`src/escape_sequence_decoder_defines.svh`:
```
// Assertion macros shared by the decoder.
`ifndef ESCAPE_SEQUENCE_DECODER_DEFINES_SVH
`define ESCAPE_SEQUENCE_DECODER_DEFINES_SVH

// Implication in the same cycle, checked outside reset.
`define ESD_ASSERT_SAME(label, clk, rstn, ante, cons, msg) \
    label: assert property (@(posedge clk) disable iff (!rstn) (ante) |-> (cons)) \
        else $error(msg);

// Implication in the next cycle, checked outside reset.
`define ESD_ASSERT_NEXT(label, clk, rstn, ante, cons, msg) \
    label: assert property (@(posedge clk) disable iff (!rstn) (ante) |=> (cons)) \
        else $error(msg);

`endif

```
`src/esd_pkg.sv`:
```
package esd_pkg;

    typedef enum logic [1:0] {
        PH_PLAIN  = 2'd0,
        PH_BSLASH = 2'd1,
        PH_HEX1   = 2'd2,
        PH_HEX2   = 2'd3
    } phase_t;

    localparam logic [7:0] CH_TERM    = 8'h00;
    localparam logic [7:0] CH_BSLASH  = 8'h5C;
    localparam logic [7:0] CH_X       = 8'h78;
    localparam logic [7:0] CH_N       = 8'h6E;
    localparam logic [7:0] CH_NEWLINE = 8'h0A;

    localparam logic [7:0] LIMIT_RESET = 8'd255;

    // Register indexes on the configuration port
    localparam logic REG_OUT_LIMIT = 1'b0;

    typedef struct packed {
        logic       ok;
        logic [3:0] value;
    } nibble_t;

    function automatic nibble_t nibble_of(input logic [7:0] c);
        nibble_t r;
        r.ok    = 1'b1;
        r.value = 4'd0;
        if (c >= 8'h30 && c <= 8'h39) begin
            r.value = 4'(c - 8'h30);
        end else if (c >= 8'h41 && c <= 8'h46) begin
            r.value = 4'(c - 8'h41 + 8'd10);
        end else if (c >= 8'h61 && c <= 8'h66) begin
            r.value = 4'(c - 8'h61 + 8'd10);
        end else begin
            r.ok = 1'b0;
        end
        return r;
    endfunction

endpackage

```
`src/escape_sequence_decoder.sv`:
```
// Backslash escape decoder, one character per transaction.
// Slave stream s_*: one character per transaction in s_tdata, zero ends a string.
// Master stream m_*: one result per character; m_tlast marks the terminator's
// result, which carries the failure flag and the final byte count of the string.
// APB port: register 0 (byte address 0) is out_limit, the most bytes decoded per
// string; reads return it. Write it only while the block is idle.
// The result of an accepted character is registered and presented on m_* in the
// next cycle. Throughput is one character per cycle while the receiver does not
// stall, set by the single output register; a new character is taken while the
// previous result is being taken.
// When the receiver stalls, the output register holds its result and s_tready
// drops until it drains.
// Reset (aresetn low, synchronous) empties the output register, returns the
// decoder to plain text with a zero count and sets out_limit to 255.
`include "escape_sequence_decoder_defines.svh"

module escape_sequence_decoder
    import esd_pkg::*;
(
    input  logic        aclk,
    input  logic        aresetn,
    // s_tdata: [7:0] ch
    input  logic        s_tvalid,
    output logic        s_tready,
    input  logic [7:0]  s_tdata,
    // m_tdata: [7:0] out_byte, [8] byte_valid, [9] failed, [17:10] out_count,
    // [23:18] zero
    output logic        m_tvalid,
    input  logic        m_tready,
    output logic [23:0] m_tdata,
    output logic        m_tlast,
    input  logic        psel,
    input  logic        penable,
    input  logic        pwrite,
    input  logic [2:0]  paddr,
    input  logic [31:0] pwdata,
    output logic [31:0] prdata,
    output logic        pready
);

    phase_t     phase_reg, phase_next;
    logic [3:0] high_nibble_reg, high_nibble_next;
    logic [7:0] byte_count_reg, byte_count_next;
    logic       error_seen_reg, error_seen_next;
    logic [7:0] out_limit_reg;

    logic       m_valid_reg;
    logic [7:0] out_byte_reg, out_byte_next;
    logic       byte_valid_reg, byte_valid_next;
    logic       finished_reg, finished_next;
    logic       failed_reg, failed_next;
    logic [7:0] out_count_reg, out_count_next;

    logic       in_accept;
    logic       is_term;
    logic       active;
    logic       step_err;
    nibble_t    nib;

    assign s_tready  = !m_valid_reg || m_tready;
    assign in_accept = s_tvalid && s_tready;
    assign is_term   = (s_tdata == CH_TERM);
    assign active    = !error_seen_reg && (byte_count_reg < out_limit_reg);
    assign nib       = nibble_of(s_tdata);

    // Next phase
    always_comb begin
        phase_next = phase_reg;
        step_err   = 1'b0;
        if (is_term) begin
            phase_next = PH_PLAIN;
        end else if (active) begin
            unique case (phase_reg)
                PH_PLAIN: begin
                    if (s_tdata == CH_BSLASH) begin
                        phase_next = PH_BSLASH;
                    end
                end
                PH_BSLASH: begin
                    priority if (s_tdata == CH_X) begin
                        phase_next = PH_HEX1;
                    end else if (s_tdata == CH_N || s_tdata == CH_BSLASH) begin
                        phase_next = PH_PLAIN;
                    end else begin
                        step_err = 1'b1;
                    end
                end
                PH_HEX1: begin
                    if (nib.ok) begin
                        phase_next = PH_HEX2;
                    end else begin
                        step_err = 1'b1;
                    end
                end
                PH_HEX2: begin
                    if (nib.ok) begin
                        phase_next = PH_PLAIN;
                    end else begin
                        step_err = 1'b1;
                    end
                end
                default: phase_next = phase_reg;
            endcase
        end
    end

    // Decoded byte, counters and result fields
    always_comb begin
        out_byte_next    = 8'd0;
        byte_valid_next  = 1'b0;
        high_nibble_next = high_nibble_reg;
        error_seen_next  = error_seen_reg || step_err;
        finished_next    = is_term;
        failed_next      = 1'b0;
        if (is_term) begin
            failed_next      = error_seen_reg || (phase_reg != PH_PLAIN);
            high_nibble_next = 4'd0;
            error_seen_next  = 1'b0;
        end else if (active) begin
            unique case (phase_reg)
                PH_PLAIN: begin
                    if (s_tdata != CH_BSLASH) begin
                        out_byte_next   = s_tdata;
                        byte_valid_next = 1'b1;
                    end
                end
                PH_BSLASH: begin
                    if (s_tdata == CH_N) begin
                        out_byte_next   = CH_NEWLINE;
                        byte_valid_next = 1'b1;
                    end else if (s_tdata == CH_BSLASH) begin
                        out_byte_next   = CH_BSLASH;
                        byte_valid_next = 1'b1;
                    end
                end
                PH_HEX1: begin
                    if (nib.ok) begin
                        high_nibble_next = nib.value;
                    end
                end
                PH_HEX2: begin
                    if (nib.ok) begin
                        out_byte_next    = {high_nibble_reg, nib.value};
                        byte_valid_next  = 1'b1;
                        high_nibble_next = 4'd0;
                    end
                end
                default: out_byte_next = 8'd0;
            endcase
        end
        if (is_term) begin
            out_count_next  = byte_count_reg;
            byte_count_next = 8'd0;
        end else begin
            byte_count_next = byte_count_reg + {7'd0, byte_valid_next};
            out_count_next  = byte_count_next;
        end
    end

    always_ff @(posedge aclk) begin
        if (!aresetn) begin
            phase_reg       <= PH_PLAIN;
            high_nibble_reg <= 4'd0;
            byte_count_reg  <= 8'd0;
            error_seen_reg  <= 1'b0;
            m_valid_reg     <= 1'b0;
        end else begin
            if (in_accept) begin
                phase_reg       <= phase_next;
                high_nibble_reg <= high_nibble_next;
                byte_count_reg  <= byte_count_next;
                error_seen_reg  <= error_seen_next;
                m_valid_reg     <= 1'b1;
            end else if (m_tready) begin
                m_valid_reg     <= 1'b0;
            end
        end
    end

    // Result register: load on every accepted character
    always_ff @(posedge aclk) begin
        if (in_accept) begin
            out_byte_reg   <= out_byte_next;
            byte_valid_reg <= byte_valid_next;
            finished_reg   <= finished_next;
            failed_reg     <= failed_next;
            out_count_reg  <= out_count_next;
        end
    end

    assign m_tvalid = m_valid_reg;
    assign m_tlast  = finished_reg;
    assign m_tdata  = {6'd0, out_count_reg, failed_reg, byte_valid_reg, out_byte_reg};

    // Configuration port
    always_ff @(posedge aclk) begin
        if (!aresetn) begin
            out_limit_reg <= LIMIT_RESET;
        end else if (psel && penable && pwrite && pready && paddr[2] == REG_OUT_LIMIT) begin
            out_limit_reg <= pwdata[7:0];
        end
    end

    assign pready = 1'b1;
    assign prdata = (paddr[2] == REG_OUT_LIMIT) ? {24'd0, out_limit_reg} : 32'd0;

    `ESD_ASSERT_NEXT(a_term_clears, aclk, aresetn, in_accept && is_term,
        phase_reg == PH_PLAIN && byte_count_reg == 8'd0 && !error_seen_reg,
        "state not cleared after terminator")

    `ESD_ASSERT_SAME(a_last_no_byte, aclk, aresetn, m_valid_reg && finished_reg,
        !byte_valid_reg, "terminator result carries a byte")

    `ESD_ASSERT_NEXT(a_count_step, aclk, aresetn, in_accept && byte_valid_next,
        byte_count_reg == $past(byte_count_reg) + 8'd1, "byte count did not advance")

    `ESD_ASSERT_SAME(a_ready_when_empty, aclk, aresetn, !m_valid_reg, s_tready,
        "input stalled with empty output register")

endmodule
```
`config.mk`:
```
export PLATFORM = sky130hd
export DESIGN_NAME = escape_sequence_decoder
export DESIGN_NICKNAME = d
export VERILOG_FILES = /design/src/esd_pkg.sv /design/src/escape_sequence_decoder.sv
export VERILOG_INCLUDE_DIRS = /design/src /design/src/src
export SDC_FILE = /design/constraint.sdc
export NUM_CORES = 1
export LEC_CHECK = 0
export ABC_AREA = 1
export BUFFER_PORTS_ARGS = -buffer_cell sky130_fd_sc_hd__buf_2
export CORE_UTILIZATION = 45
export CTS_CLUSTER_SIZE = 24
export DETAILED_ROUTE_END_ITERATION = 10
export GPL_TIMING_DRIVEN = 1
export PLACE_DENSITY = 0.75
export SETUP_SLACK_MARGIN = 0.15
export SYNTH_ARGS = -nofsm -noshare
export SYNTH_HDL_FRONTEND = slang
export SYNTH_SLANG_ARGS = --single-unit
```
`constraint.sdc`:
```
create_clock -name aclk -period 2.8 [get_ports aclk]
set_clock_uncertainty 0.05 [all_clocks]
set_input_delay 0.42 -clock aclk [delete_from_list [all_inputs] [get_ports aclk]]
set_output_delay 0.42 -clock aclk [all_outputs]
set_load 0.05 [all_outputs]
```
==> results.json <==
{
  "status": "finished, final reports clean",
  "start_kind": "flip-flop",
  "rr_worst_depth": 17,
  "cp-startpoint": "byte_count_reg[6]",
  "period_minus_slack_ns": 2.53,
  "end_kind": "flip-flop",
  "path_class": "reg2reg",
  "min_from": "pwdata[6]",
  "synth_compound_area_share_pct": 11.7,
  "fp.dieH_um": 81.6,
  "hold_depth": 3,
  "final_nets": 532,
  "path_max_fanout": 2,
  "report.final.slew_viol_count": 0,
  "place_inst": 525,
  "grt_pass1_vias": 2147,
  "num_rows": 28,
  "dieWidth_um": 81.6,
  "clk_path_buf_depth": 2,
  "first_pass_iters": 6,
  "hold_ws_ns": 0.279,
  "cts_tree": "built",
  "p_leak_nw": 1.77,
  "relSlewSlack_pct": 39.1,
  "yosysUniqueCellTypes": 33,
  "cts_root_buf": "clkbuf_8",
  "drc": 0,
  "vias": 2595,
  "synth_xor_area_share_pct": 0.307,
  "cts_sinks": 43,
  "power_mw": 1.54,
  "cp.required_ns": 2.81,
  "synth-seq-cells": 43,
  "gr-total-overflow": 0,
  "syn_to_final_growth_pct": 26.4,
  "antenna_found_initial": 0,
  "drtAntennaViolNets": 0,
  "synth.area.mux_share_pct": 0,
  "synth_simple_gate_area_share_pct": 27.1,
  "diodes": 0,
  "min_period_over_period_pct": 90.4,
  "drive_gt1_share_pct": 34.8,
  "synth_top_family_by_area": "simple AND/OR/NAND/NOR gates",
  "die_area_um2": 6660,
  "syn_area_per_cell_um2": 7.53,
  "wl_per_cell_um": 11.4,
  "drt_iter0_drc": 209,
  "hp-class": "in2reg",
  "track_usage_pct": 19.0,
  "grt_pass1_wl_mm": 9.67,
  "vias_per_cell": 4.77,
  "drt-total-wl_mm": 6.19,
  "postPlaceCellArea_um2": 3260,
  "core_um2": 6030,
  "syn_area_um2": 2850,
  "ir_drop_v": 0.000262,
  "cts_max_level": 2,
  "rsz0062_at_grt": "false",
  "worstReg2RegStart": "byte_count_reg[6]",
  "synthCells": 379,
  "finalSetupViolations": 0,
  "yosys_warnings": 0,
  "tightest_slew_ns": 0.909,
  "hold_viol": 0,
  "yosysSeqAreaShare_pct": 36.8,
  "final_cell_count_no_fill": 544,
  "globalplace.congestion": 0.880,
  "max_freq_mhz": 395,
  "fin_area_um2": 3610,
  "post-dp-hpwl_mm": 4.43,
  "grt_start_max_net_pins": 36,
  "final.fill_count": 523,
  "powerDensity_nw_per_um2": 426,
  "worstSkewPairLatency_ns": 0.31,
  "synth_fa_ha_area_share_pct": 6.14,
  "fin_util_pct": 59.9,
  "cts.clk_slew.worst_paths_ns": 0.08,
  "initial_core_util_pct": 47.3,
  "worstPathArrival_ns": 2.54,
  "max-cap-violations": 0,
  "final_cell_mix": "nand2_1, buf_2, nor2_1",
  "io_buffers": 52,
  "final_common_cell": "nand2_1",
  "cts_buffers": 5,
  "boundaryPins": 110
}
per-layer routing:
metal  part of all wire [%]  track usage (%)
met1                     47             26.0
met2                     45             30.2
met3                    6.5             3.56
met4                    1.6             5.79
met5                      0                0
metrics by stage:
stage	TNS (ns)	setup WS, ns
after floorplan	0	0.173
after global placement	-0.375	-0.216
after detailed placement	-0.771	-0.308
after CTS	0	0.166
after global routing	0	0.0789
final	0	0.268
synthesized netlist by cell type:
cell      number  area share (%)
nand2_4        2            0.79
nor2_2         2            0.44
clkbuf_1       1            0.13
or2_2          1            0.22
xor2_1         1            0.31
nand3_1       27             4.7
nor2_4         3             1.2
a21oi_2        1            0.31
edfxtp_1      19              20
nand4_2        1            0.44
nor2_1        50             6.6
nand3b_1       1            0.26
a31oi_1        4            0.88
o211ai_1       9             2.4
o21ai_1        3            0.53
nor3_2         1            0.35
inv_2          7            0.92
nand2_2        5             1.1
buf_4         34             8.9
nand4_1        5             1.1
o22ai_1        3            0.66
ha_1          14             6.1
nand2_1       65             8.6
buf_2          5            0.88
dfxtp_1       24              17
a21oi_1       21             3.7
nand3_4        1            0.61
a211oi_1       1            0.26
o21ai_0       17             3.0
buf_6          2            0.79
inv_1         46             6.1
conb_1         2            0.26
nor2_8         1            0.70
worst paths after layout:
kind	end	slack, ns
setup / recovery	out_count_reg[6]	0.27
hold / removal	out_limit_reg[6]	0.28
setup reg to reg	out_count_reg[6]	0.27
hold reg to reg	error_seen_reg	0.47
cell type report:
| type | instances | area, um2 | share of cell area [%] |
|---|---|---|---|
| clock inverter | 2 | 11.3 | 0.312 |
| tap | 75 | 93.8 | 2.60 |
| clock buffer | 6 | 72.6 | 2.01 |
| multi-input combinational | 270 | 1580 | 43.9 |
| inverter | 53 | 199 | 5.52 |
| timing repair buffer | 95 | 583 | 16.2 |
| sequential | 43 | 1060 | 29.5 |
worst max-delay path: stages, from the launching register on:
cell	delay, ns
dfxtp_4	0.37
ha_4	0.24
nand4_1	0.10
nand3_2	0.11
nor2_4	0.12
nand4_4	0.12
a31oi_4	0.21
ha_4	0.18
ha_4	0.13
nand2_2	0.06
nor2_2	0.09
inv_2	0.05
nor2_2	0.13
inv_2	0.07
nor2_4	0.09
a21oi_2	0.06
o21ai_2	0.06
nand2_1	0.06
what timing repair did:
item                                   4_1_cts  5_1_grt
pin swaps                                   11       15
gates cloned                                 0        0
resized for setup                           23       22
endpoints found under the hold margin        0        0
setup buffers                                4        7
setup endpoints to repair                    9        6
hold buffers                                 0        0
power by group:
part           total (mW)  internal (mW)  switching (mW)
Clock               0.396          0.175           0.221
Combinational       0.429          0.109           0.320
Sequential          0.712          0.694          0.0180
logic make-up after synthesis:
logic type | after synthesis
and+or+nand+nor | 165
buffers and inverters | 95
AOI/OAI and AO/OA | 59
DFF | 43
adders and majority gates | 14
other | 2
xor gates and xnor gates | 1
No activity file was read; power rests on OpenSTA's default activity.
